`config.mk`:
```
export PLATFORM = sky130hd
export DESIGN_NAME = cw_keyer_host_command_parser
export DESIGN_NICKNAME = d
export VERILOG_FILES = /design/src/cwk_pkg.sv /design/src/cwk_fifo.sv /design/src/cwk_front.sv /design/src/cwk_back.sv /design/src/cw_keyer_host_command_parser.sv
export SDC_FILE = /design/constraint.sdc
export NUM_CORES = 1
export LEC_CHECK = 0
export ABC_AREA = 1
export BUFFER_PORTS_ARGS = -buffer_cell sky130_fd_sc_hd__clkbuf_2
export CORE_MARGIN = 2
export CORE_UTILIZATION = 54
export DETAILED_ROUTE_END_ITERATION = 8
export GPL_TIMING_DRIVEN = 0
export PLACE_DENSITY_LB_ADDON = 0.08
export SYNTH_ARGS = -nofsm -noshare
export SYNTH_HDL_FRONTEND = slang
export SYNTH_SLANG_ARGS = --single-unit
```
`constraint.sdc`:
```
create_clock -name clk -period 2.3 [get_ports clk]
set_input_delay 0.23 -clock clk [delete_from_list [all_inputs] [get_ports clk]]
set_output_delay 0.23 -clock clk [all_outputs]
set_load 0.02 [all_outputs]
```
`src/cwk_pkg.sv`:
```
package cwk_pkg;

	localparam int OP_DEPTH_DEF  = 4;
	localparam int RES_DEPTH_DEF = 2;

	// input modes
	localparam logic [1:0] MODE_HOST    = 2'd0;
	localparam logic [1:0] MODE_BUSY    = 2'd1;
	localparam logic [1:0] MODE_BREAKIN = 2'd2;

	// result kinds
	localparam logic [1:0] KIND_HOST  = 2'd0;
	localparam logic [1:0] KIND_SPEED = 2'd1;
	localparam logic [1:0] KIND_PTT   = 2'd2;

	// parameter awaited by the back end
	localparam logic [2:0] PEND_NONE   = 3'd0;
	localparam logic [2:0] PEND_ADMIN  = 3'd1;
	localparam logic [2:0] PEND_IGNORE = 3'd2;
	localparam logic [2:0] PEND_SPEED  = 3'd3;
	localparam logic [2:0] PEND_PTT    = 3'd4;

	// command class found by the front end
	localparam logic [2:0] CMD_NONE   = 3'd0;
	localparam logic [2:0] CMD_ADMIN  = 3'd1;
	localparam logic [2:0] CMD_IGNORE = 3'd2;
	localparam logic [2:0] CMD_SPEED  = 3'd3;
	localparam logic [2:0] CMD_PTT    = 3'd4;
	localparam logic [2:0] CMD_STATUS = 3'd5;
	localparam logic [2:0] CMD_CLEAR  = 3'd6;

	// host command bytes
	localparam logic [7:0] HC_ADMIN      = 8'h00;
	localparam logic [7:0] HC_SIDETONE   = 8'h01;
	localparam logic [7:0] HC_SPEED      = 8'h02;
	localparam logic [7:0] HC_WEIGHT     = 8'h03;
	localparam logic [7:0] HC_PTT        = 8'h04;
	localparam logic [7:0] HC_PAUSE      = 8'h07;
	localparam logic [7:0] HC_BUF_SPEED  = 8'h0B;
	localparam logic [7:0] HC_BUF_PTT    = 8'h0C;
	localparam logic [7:0] HC_NULL       = 8'h0F;
	localparam logic [7:0] HC_STATUS_REQ = 8'h11;
	localparam logic [7:0] HC_CLEAR_BUF  = 8'h15;

	// admin parameters
	localparam logic [7:0] ADM_OPEN  = 8'h02;
	localparam logic [7:0] ADM_CLOSE = 8'h03;

	localparam logic [7:0] VERSION_BYTE = 8'd31;

	typedef struct packed {
		logic [1:0] mode;
		logic [7:0] data;
		logic       flag;
		logic [2:0] cmd;
	} op_t;

	typedef struct packed {
		logic [1:0] kind;
		logic [7:0] value;
		logic       last;
	} res_t;

	// bit 2 is the wait flag, always clear
	function automatic logic [7:0] status_byte(input logic busy, input logic breakin);
		status_byte = {5'b0, 1'b0, busy, breakin};
	endfunction

endpackage

```
`src/cwk_fifo.sv`:
```
module cwk_fifo import cwk_pkg::*; #(
	parameter int WIDTH = $bits(op_t),
	parameter int DEPTH = OP_DEPTH_DEF
) (
	input  logic             clk,
	input  logic             arst_n,
	input  logic             push,
	input  logic [WIDTH-1:0] wdata,
	output logic             full,
	input  logic             pop,
	output logic [WIDTH-1:0] rdata,
	output logic             empty
);

	localparam int AW = (DEPTH > 1) ? $clog2(DEPTH) : 1;
	localparam int CW = $clog2(DEPTH + 1);

	logic [WIDTH-1:0] mem_q [DEPTH];
	logic [AW-1:0]    wptr_q;
	logic [AW-1:0]    rptr_q;
	logic [CW-1:0]    count_q;
	logic             do_push;
	logic             do_pop;

	assign full    = (count_q == CW'(DEPTH));
	assign empty   = (count_q == '0);
	assign do_push = push && !full;
	assign do_pop  = pop && !empty;
	assign rdata   = mem_q[rptr_q];

	always_ff @(posedge clk) begin
		if (do_push) begin
			mem_q[wptr_q] <= wdata;
		end
	end

	always_ff @(posedge clk or negedge arst_n) begin
		if (!arst_n) begin
			wptr_q  <= '0;
			rptr_q  <= '0;
			count_q <= '0;
		end else begin
			if (do_push) begin
				wptr_q <= (wptr_q == AW'(DEPTH - 1)) ? '0 : wptr_q + 1'b1;
			end
			if (do_pop) begin
				rptr_q <= (rptr_q == AW'(DEPTH - 1)) ? '0 : rptr_q + 1'b1;
			end
			if (do_push && !do_pop) begin
				count_q <= count_q + 1'b1;
			end else if (do_pop && !do_push) begin
				count_q <= count_q - 1'b1;
			end
		end
	end

endmodule

```
`src/cwk_front.sv`:
```
module cwk_front import cwk_pkg::*; (
	input  logic       clk,
	input  logic       arst_n,
	input  logic       push,
	output logic       full,
	input  logic [1:0] mode,
	input  logic [7:0] data_byte,
	input  logic       flag_value,
	output logic       op_push,
	output op_t        op,
	input  logic       op_full
);

	logic valid_s1;
	op_t  op_s1;
	logic take;
	logic [2:0] cmd;

	// command class of the byte, used by the back end only when nothing is pending
	always_comb begin
		cmd = CMD_NONE;
		if (mode == MODE_HOST) begin
			case (data_byte)
				HC_ADMIN:                            cmd = CMD_ADMIN;
				HC_SIDETONE, HC_WEIGHT, HC_PAUSE:    cmd = CMD_IGNORE;
				HC_SPEED, HC_BUF_SPEED:              cmd = CMD_SPEED;
				HC_PTT, HC_BUF_PTT:                  cmd = CMD_PTT;
				HC_NULL, HC_STATUS_REQ:              cmd = CMD_STATUS;
				HC_CLEAR_BUF:                        cmd = CMD_CLEAR;
				default:                             cmd = CMD_NONE;
			endcase
		end
	end

	assign op_push = valid_s1 && !op_full;
	assign op      = op_s1;
	assign full    = valid_s1 && op_full;
	assign take    = push && !full;

	always_ff @(posedge clk) begin
		if (take) begin
			op_s1 <= '{mode: mode, data: data_byte, flag: flag_value, cmd: cmd};
		end
	end

	always_ff @(posedge clk or negedge arst_n) begin
		if (!arst_n) begin
			valid_s1 <= 1'b0;
		end else if (take) begin
			valid_s1 <= 1'b1;
		end else if (op_push) begin
			valid_s1 <= 1'b0;
		end
	end

endmodule

```
`src/cwk_back.sv`:
```
module cwk_back import cwk_pkg::*; (
	input  logic clk,
	input  logic arst_n,
	input  logic op_empty,
	input  op_t  op,
	output logic op_pop,
	input  logic res_full,
	output logic res_push,
	output res_t res
);

	logic [2:0] pend_q, pend_d;
	logic       open_q, open_d;
	logic       busy_q, busy_d;
	logic       brk_q, brk_d;
	logic       sec_q, sec_d;

	always_comb begin
		pend_d   = pend_q;
		open_d   = open_q;
		busy_d   = busy_q;
		brk_d    = brk_q;
		sec_d    = sec_q;
		op_pop   = 1'b0;
		res_push = 1'b0;
		res      = '{kind: KIND_HOST, value: status_byte(busy_q, brk_q), last: 1'b1};
		if (sec_q) begin
			// status byte that follows the version after an admin open
			if (!res_full) begin
				res_push = 1'b1;
				sec_d    = 1'b0;
			end
		end else if (!op_empty && !res_full) begin
			op_pop = 1'b1;
			case (op.mode)
				MODE_HOST: begin
					if (pend_q != PEND_NONE) begin
						pend_d = PEND_NONE;
						case (pend_q)
							PEND_ADMIN: begin
								res_push = 1'b1;
								if (op.data == ADM_OPEN) begin
									open_d = 1'b1;
									sec_d  = 1'b1;
									res    = '{kind: KIND_HOST, value: VERSION_BYTE, last: 1'b0};
								end else if (op.data == ADM_CLOSE) begin
									open_d = 1'b0;
								end
							end
							PEND_SPEED: begin
								res_push = 1'b1;
								res      = '{kind: KIND_SPEED, value: op.data, last: 1'b1};
							end
							PEND_PTT: begin
								res_push = 1'b1;
								res      = '{kind: KIND_PTT, value: {7'b0, op.data[0]}, last: 1'b1};
							end
							default: ;
						endcase
					end else begin
						case (op.cmd)
							CMD_ADMIN:  pend_d = PEND_ADMIN;
							CMD_IGNORE: pend_d = PEND_IGNORE;
							CMD_SPEED:  pend_d = PEND_SPEED;
							CMD_PTT:    pend_d = PEND_PTT;
							CMD_STATUS: res_push = 1'b1;
							CMD_CLEAR: begin
								busy_d   = 1'b0;
								res_push = 1'b1;
								res.value = status_byte(1'b0, brk_q);
							end
							default: ;
						endcase
					end
				end
				MODE_BUSY: begin
					busy_d    = op.flag;
					res_push  = open_q;
					res.value = status_byte(op.flag, brk_q);
				end
				MODE_BREAKIN: begin
					brk_d = op.flag;
				end
				default: ;
			endcase
		end
	end

	always_ff @(posedge clk or negedge arst_n) begin
		if (!arst_n) begin
			pend_q <= PEND_NONE;
			open_q <= 1'b0;
			busy_q <= 1'b0;
			brk_q  <= 1'b0;
			sec_q  <= 1'b0;
		end else begin
			pend_q <= pend_d;
			open_q <= open_d;
			busy_q <= busy_d;
			brk_q  <= brk_d;
			sec_q  <= sec_d;
		end
	end

`ifndef SYNTHESIS
	a_sec_open: assert property (@(posedge clk) disable iff (!arst_n)
		sec_q |-> open_q)
		else $error("second admin result pending while host closed");

	a_sec_holds_queue: assert property (@(posedge clk) disable iff (!arst_n)
		sec_q |-> !op_pop)
		else $error("op taken while a result is still owed");

	a_sec_after_version: assert property (@(posedge clk) disable iff (!arst_n)
		$rose(sec_q) |-> $past(res_push && res.value == VERSION_BYTE && !res.last))
		else $error("status follow-up without version byte");

	a_ptt_bit: assert property (@(posedge clk) disable iff (!arst_n)
		(res_push && res.kind == KIND_PTT) |-> (res.value[7:1] == 7'b0))
		else $error("ptt result with stray bits");
`endif

endmodule

```
`src/cw_keyer_host_command_parser.sv`:
```
// host command parser for a morse keyer
// input side is a queue: drive mode, data_byte and flag_value with push; a transfer
// happens on a clock edge with push high and full low. mode 0 carries a host byte,
// mode 1 sets the busy flag, mode 2 sets the breakin flag.
// result side is a queue: while empty is low the oldest result sits on out_kind,
// out_value and out_last; pop high on an edge takes it. out_last marks the final
// result of an input; an input may give zero, one or two results.
// with nothing stalled, an input transfer loads the front register, the command
// queue takes it from there, and the back end then writes its results into the
// result queue, where they become visible.
// throughput: one input per cycle when nothing stalls; an admin open holds the back
// end off the command queue since it emits two results, one per cycle when not stalled.
// a stalled receiver fills the result queue, then the back end stops, the command
// queue fills and full rises; no result is lost or reordered.
// reset clears all flags, the pending command and both queues; no clearing pass.
module cw_keyer_host_command_parser import cwk_pkg::*; #(
	parameter int OP_DEPTH  = OP_DEPTH_DEF,
	parameter int RES_DEPTH = RES_DEPTH_DEF
) (
	input  logic       clk,
	input  logic       arst_n,
	input  logic       push,
	output logic       full,
	input  logic [1:0] mode,
	input  logic [7:0] data_byte,
	input  logic       flag_value,
	output logic       empty,
	input  logic       pop,
	output logic [1:0] out_kind,
	output logic [7:0] out_value,
	output logic       out_last
);

	logic op_push;
	logic op_full;
	logic op_empty;
	logic op_pop;
	op_t  op_in;
	op_t  op_out;
	logic res_push;
	logic res_full;
	res_t res_in;
	res_t res_out;

	cwk_front u_front (
		.clk        (clk),
		.arst_n     (arst_n),
		.push       (push),
		.full       (full),
		.mode       (mode),
		.data_byte  (data_byte),
		.flag_value (flag_value),
		.op_push    (op_push),
		.op         (op_in),
		.op_full    (op_full)
	);

	cwk_fifo #(
		.WIDTH ($bits(op_t)),
		.DEPTH (OP_DEPTH)
	) u_op_queue (
		.clk    (clk),
		.arst_n (arst_n),
		.push   (op_push),
		.wdata  (op_in),
		.full   (op_full),
		.pop    (op_pop),
		.rdata  (op_out),
		.empty  (op_empty)
	);

	cwk_back u_back (
		.clk      (clk),
		.arst_n   (arst_n),
		.op_empty (op_empty),
		.op       (op_out),
		.op_pop   (op_pop),
		.res_full (res_full),
		.res_push (res_push),
		.res      (res_in)
	);

	cwk_fifo #(
		.WIDTH ($bits(res_t)),
		.DEPTH (RES_DEPTH)
	) u_res_queue (
		.clk    (clk),
		.arst_n (arst_n),
		.push   (res_push),
		.wdata  (res_in),
		.full   (res_full),
		.pop    (pop),
		.rdata  (res_out),
		.empty  (empty)
	);

	assign out_kind  = res_out.kind;
	assign out_value = res_out.value;
	assign out_last  = res_out.last;

endmodule
```
======== Word-level counts from Yosys, hierarchy flattened ========
Memories as Yosys holds them, arrays and structs flattened. A register that Yosys moved wholly into a read port is not among the register bits.
Index checks and enable logic that the tools add are counted.
cells by class
  eq/ne operators ......................... 19
  reduce and logical (&&, ||, !) cells .... 41
  bitwise gates (word level) .............. 1
  add/sub/neg operators ................... 8
  mux-type cells .......................... 48
operators by type and width
  kind                                                             count
  11-bit one-hot mux with 3 select lines                           1
  1-bit 2-to-1 mux                                                 29
  11-bit 2-to-1 mux                                                2
  8-bit by 2-bit == test with 1-bit output, second input constant  2
  8-bit one-hot mux with 2 select lines                            1
  3-bit == test, second input constant                             5
  2-bit 2-to-1 mux                                                 7
  1-bit logical AND                                                12
  3-bit one-hot mux with 4 select lines                            1
  1-bit zero test                                                  10
  2-bit nonzero test                                               5
  3-bit by 2-bit == test with 1-bit output, second input constant  3
  3-bit 2-to-1 mux                                                 3
  2-bit == test, second input constant                             4
  8-bit 2-to-1 mux                                                 1
  2-bit by 1-bit adder with 2-bit output, second input constant    3
  3-bit by 1-bit == test with 1-bit output, second input constant  2
  2-bit zero test                                                  3
  3-bit zero test                                                  2
  6-bit 2-to-1 mux                                                 1
  6-bit AND reduction                                              1
  5-bit AND reduction                                              1
  5-bit nonzero test                                               1
  2-bit inequality test, second input constant                     2
  other kinds (13)                                                 15
storage, ports and cells
  word-level logic and storage cells ...... 135
  flip-flop bits (word level) ............. 30
  bits in writable memories ............... 78
  output and inout port bits .............. 13
  bits of input ports ..................... 15
  memory bits (read-only) ................. 96
  memories kept ........................... 3
memory list
  name               words  bits a word  read ports  clocked after Yosys merged registers in  write ports  RTL line         RTL
  (no name shown)    32     3            1           1                                        0            cwk_front.sv:23  case (data_byte)
  u_op_queue.mem_q   4      14           1           0                                        1            cwk_fifo.sv:18   logic [WIDTH-1:0] mem_q [DEPTH];
  u_res_queue.mem_q  2      11           1           0                                        1            cwk_fifo.sv:18

======== Logic depth before layout (Yosys ltp) ========
An unclocked memory read counts as a cell.
  depth in word-level cells ............... 13
  mapped depth ............................ 20
  mapped depth without buffers ............ 19

======== Cells and area by module ========
Synthesis repeated with hierarchy kept, for this count alone.
unflattened totals
  cells, all modules ...................... 480
  area, all modules ....................... 5156.2 µm²
modules (own cells, without submodules)
  module                  area an instance (µm²)  instances  sequential area each (µm²)  cells an instance
  cwk_fifo (u_op_queue)   2795.2                  1          1856.8                      224
  cwk_fifo (u_res_queue)  1028.5                  1          760.7                       89
  cwk_front               671.9                   1          445.4                       59
  cwk_back                660.6                   1          175.2                       108

======== Worst setup path after synthesis ========
Ideal clock, no wire load.
  kind .................................... register -> register
  from .................................... register u_op_queue.rptr_q[1]
  to ...................................... memory u_res_queue.mem_q[1][0] (netlist bit), enable pin
  buffers on the path ..................... 2
  data required time ...................... 1.922 ns
  arrival time ............................ 1.872 ns
  period minus slack after synthesis ...... 2.251 ns
  library setup time ...................... 0.378 ns
  stages on the path, launching flop included .. 14
  path slack .............................. 0.049 ns
  cell sequence ........................... dfrtp_1 buf_4 inv_2 buf_4 nand3_1 nand2_1 nand2_1 inv_1 nand2_1 nand2_1 nand2_1 nand2_1 nand2_1 nor2_1
on the way
  longest elaborated chain between the ends .. 11
  elaborated cells between the ends (all ways) .. 14
  those cells by class .................... eq/ne: 3; mux: 7; reduce/logical: 3; memory: 1
RTL lines
  item                                      RTL line        RTL
  start: declaration                        cwk_fifo.sv:20  logic [AW-1:0] rptr_q;
  start signal: assignment                  cwk_fifo.sv:47  rptr_q <= (rptr_q == AW'(DEPTH - 1)) ? '0 : rptr_q + 1'b1;
  memory 4 x 14 bit *                       -
  3-bit == test, on equally long branches   -
  2-bit OR reduction (no line)              -
  1-bit 2-to-1 mux                          cwk_back.sv:61  case (op.cmd)
  1-bit 2-to-1 mux                          cwk_back.sv:37  if (pend_q != PEND_NONE) begin
  1-bit one-hot mux with 2 select lines *   cwk_back.sv:35  case (op.mode)
  1-bit 2-to-1 mux *                        cwk_back.sv:33  end else if (!op_empty && !res_full) begin
  1-bit 2-to-1 mux *                        cwk_back.sv:27  if (sec_q) begin
  1-bit logical AND *                       cwk_fifo.sv:27  assign do_push = push && !full;
  1-bit 2-to-1 mux *                        cwk_fifo.sv:32  if (do_push) begin
  1-bit 2-to-1 mux (not written as such) *  cwk_fifo.sv:33  mem_q[wptr_q] <= wdata;
  end: declaration                          cwk_fifo.sv:18
Every way passes the cells marked *; elsewhere a longest branch is shown, timed or not.

======== Worst setup path in the final report ========
  from .................................... register u_op_queue.rptr_q[0]
  to ...................................... register u_res_queue.count_q[1]
on the way
  longest elaborated chain between the ends .. 12
  elaborated cells between the ends (all ways) .. 17
  those cells by class .................... eq/ne: 3; mux: 6; reduce/logical: 7; memory: 1
RTL lines
  item                                     RTL line        RTL
  memory 4 x 14 bit *                      -
  3-bit == test, on equally long branches  -
  2-bit OR reduction (no line)             -
  1-bit 2-to-1 mux                         cwk_back.sv:61
  1-bit 2-to-1 mux                         cwk_back.sv:37
  1-bit one-hot mux with 2 select lines *  cwk_back.sv:35
  1-bit 2-to-1 mux *                       cwk_back.sv:33
  1-bit 2-to-1 mux *                       cwk_back.sv:27
  1-bit logical AND *                      cwk_fifo.sv:27
  named net u_res_queue.do_push            cwk_fifo.sv:22  logic do_push;
  1-bit zero test                          cwk_fifo.sv:51  end else if (do_pop && !do_push) begin
  1-bit logical AND                        cwk_fifo.sv:51
  2-bit nonzero test (no line)             -
  end signal: assignment                   cwk_fifo.sv:50  count_q <= count_q + 1'b1;
  end signal: assignment                   cwk_fifo.sv:52  count_q <= count_q - 1'b1;
  end: declaration                         cwk_fifo.sv:21  logic [CW-1:0] count_q;
Mark *: on every way through the listed nets, which the timed path passes. The rest lies on a longest branch.
A chain may end at the register's enable or synchronous reset.

==> metrics.txt <==
Starting Density 55.7%; Yosys reg bits 111; GP Congestion 0.772; kind of start point of the critical path register; Die H 98.9 um; DRT iter0 DRCs 139; Num CTS Buffers 9; CTS root buf clkbuf_8; Setup WS pre-CTS -0.521 ns; Yosys cell types 32; vias in the first global route 3022; fin area 5540 um^2; via count 3129; WL/cell 14.2 um; ys flop type edfxtp_1; Async SR Flop Fraction 17.1%; worst skew pair latency 0.37 ns; Worst-Margin Slew 0.891 ns; cell area after synthesis 4860 um^2; Layout Skew 0.0128 ns; worst setup path class register to register; Buf/Inv on CP 3; Ys Warns 0; Pins Over Slew Limit 0; Remaining DRCs 0; relative slew slack 40.6%; hold slack 0.0277 ns; CTS sink count 111; Clk pin slew, worst setup/hold paths 0.11 ns; die area 9770 um^2; Antenna Violating Nets Remaining 0; most frequent CP cell nand2_1; final WL 8850 um; Post-Synthesis Cells 458; GRT Total Usage 18.9%; count of input and output buffers 27; status complete, no violations; synthesis-to-finish area growth 14.0%; area post-placement 5140 um^2; max cap viols 0; most frequent cells in the layout nand2_1, edfxtp_1, inv_1, nand3_1, nor2_1; CP Data Required Time 2.55 ns; Pwr Density 1280 nW/um^2; Syn Area/Cell 10.6 um^2; slowest stage delay, CP 0.46 ns; ANT cells 0; RSZ-0062 raised after global routing yes; Rows 34; largest net degree at the start of global routing 20; commonest non-fill, non-tap cell in the layout nand2_1; Worst Hold Class input port to register; peak supply drop 0.478 mV; data arrival time of the critical path 2.47 ns; DP Wirelength 6040 um; final worst slack 0.0772 ns; Mapped Nets 485; CTS tree built; family with the most delay on the worst path simple AND/OR/NAND/NOR gates; initial antenna violation count 0; Cell Chain, Critical Path inv_2 > buf_4 > nand2_1 > nand3_1 > nand2_1 > nor2_2 > nand2_1 > nand2_1 > nand2_1 > nand2_2 > nand2_2 > inv_2 > ha_4 > a21oi_2 > o21ai_1 > xor2_1; worst-path fanout max 10; Top Ports 28; Tmin final 2.22 ns; sequential share of the synthesized area 66.6%; achievable frequency 450 MHz; die width 98.9 um; Lkg Pwr 2.31 nW; first-pass GRT wire length 14300 um; CP max-delay cell dfrtp_2; EDFF count, synth 92; Clock H-tree levels 3; core area 8720 um^2; layout cells sized above 1 19.4%; clk buf depth 2; CP endpoint kind register; final hold violation count 0; final setup fails 0; Layout Nets 537; fill count 714; grt ovf 0; DRT Pass-1 Iters 4; period utilization 96.6%; Via-to-Cell Ratio 5.02
-- power by group --
group          switching [mW]  internal, mW
clock network           0.683         0.413
logic                    1.96          1.10
registers               0.200          2.71
-- state kept, by name, indices dropped and copies added, names as in the netlist --
signal,count
u_back.busy_q,1
u_res_queue.rptr_q,1
u_back.pend_q,3
u_res_queue.mem_q,22
u_front.op,14
u_res_queue.wptr_q,1
u_op_queue.count_q,3
u_back.open_q,1
u_front.valid_s1,1
u_op_queue.wptr_q,2
u_back.brk_q,1
u_op_queue.rptr_q,2
u_back.sec_q,1
u_op_queue.mem_q,56
u_res_queue.count_q,2
-- synth_stat cells, types with 2 or more instances --
cell	n	area (um^2)
a21oi_1	13	65.1
nor2_1	37	139
buf_2	4	20.0
buf_4	4	30.0
inv_1	41	154
nand2_1	148	556
o21ai_0	20	100
edfxtp_1	92	2760
ha_1	11	138
clkbuf_1	2	7.51
nand3_1	33	165
dfrtp_1	19	475
xnor2_1	2	17.5
o21ai_1	6	30.0
nand4_1	3	18.8
inv_2	5	18.8
xor2_1	3	26.3
-- cell type report --
cell class | instances | area [um^2] | area share (%)
sequential | 111 | 3240 | 58.5
multi-input combinational | 290 | 1450 | 26.2
timing repair buffer | 41 | 259 | 4.68
inverter | 46 | 179 | 3.23
tap | 108 | 135 | 2.44
clock buffer | 10 | 128 | 2.30
buffer | 11 | 95.1 | 1.72
clock inverter | 6 | 50.0 | 0.904
-- layer usage --
metal | track usage [%] | part of all wire, %
met2 | 33.0 | 51
met5 | 0 | 0
met1 | 23.6 | 45
met4 | 6.95 | 1.3
met3 | 3.33 | 2.8
-- final timing paths --
path | end | depth (start not counted) | slack (ns) | from
max | u_res_queue.count_q[1] | 16 | 0.08 | u_op_queue.rptr_q[0]
min | u_front.op[3] | 1 | 0.03 | flag_value
max reg2reg | u_res_queue.count_q[1] | 16 | 0.08 | u_op_queue.rptr_q[0]
min reg2reg | u_res_queue.wptr_q | 2 | 0.48 | u_res_queue.wptr_q
max in group asynchronous | u_op_queue.rptr_q[0] | 2 | 1.57 | arst_n
min in group asynchronous | u_res_queue.rptr_q | 2 | 0.35 | arst_n
-- worst register-to-register path, cell delays in order, from the launching register on --
cell and delay, ns:
dfrtp_2 0.46, inv_2 0.10, buf_4 0.18, nand2_1 0.06, nand3_1 0.07, nand2_1 0.13, nor2_2 0.17, nand2_1 0.08
nand2_1 0.06, nand2_1 0.05, nand2_2 0.08, nand2_2 0.07, inv_2 0.08, ha_4 0.20, a21oi_2 0.09, o21ai_1 0.08
xor2_1 0.14
-- logic make-up after synthesis --
kind of cell / share of synthesized area, %
adders and majority gates: 3.24
and+or+nand+nor: 19.3
muxes: 0.232
buffers and inverters: 4.97
xor gates and xnor gates: 0.901
DFF: 66.6
AOI/OAI and AO/OA: 4.76
-- through the flow --
stage          total power [mW]  instances  utilization, %  TNS (ns)
6_report                   7.07        623            63.5         0
5_1_grt                    7.62        623            63.5     -2.14
4_1_cts                    6.88        615            62.1         0
3_5_place_dp               5.63        594            59.0     -8.53
3_3_place_gp               5.54        593            58.8     -7.77
2_1_floorplan              4.90        458               -         0
-- what timing repair did --
| action | in CTS | in global routing |
|---|---|---|
| cloned | 0 | 1 |
| resized for setup | 20 | 16 |
| hold buffers | 1 | 0 |
| setup buffers | 4 | 7 |
| setup endpoints to repair | 47 | 25 |
| hold endpoints to repair | 19 | 0 |
| pin swaps | 3 | 9 |
(Power assumes the default switching activity.)
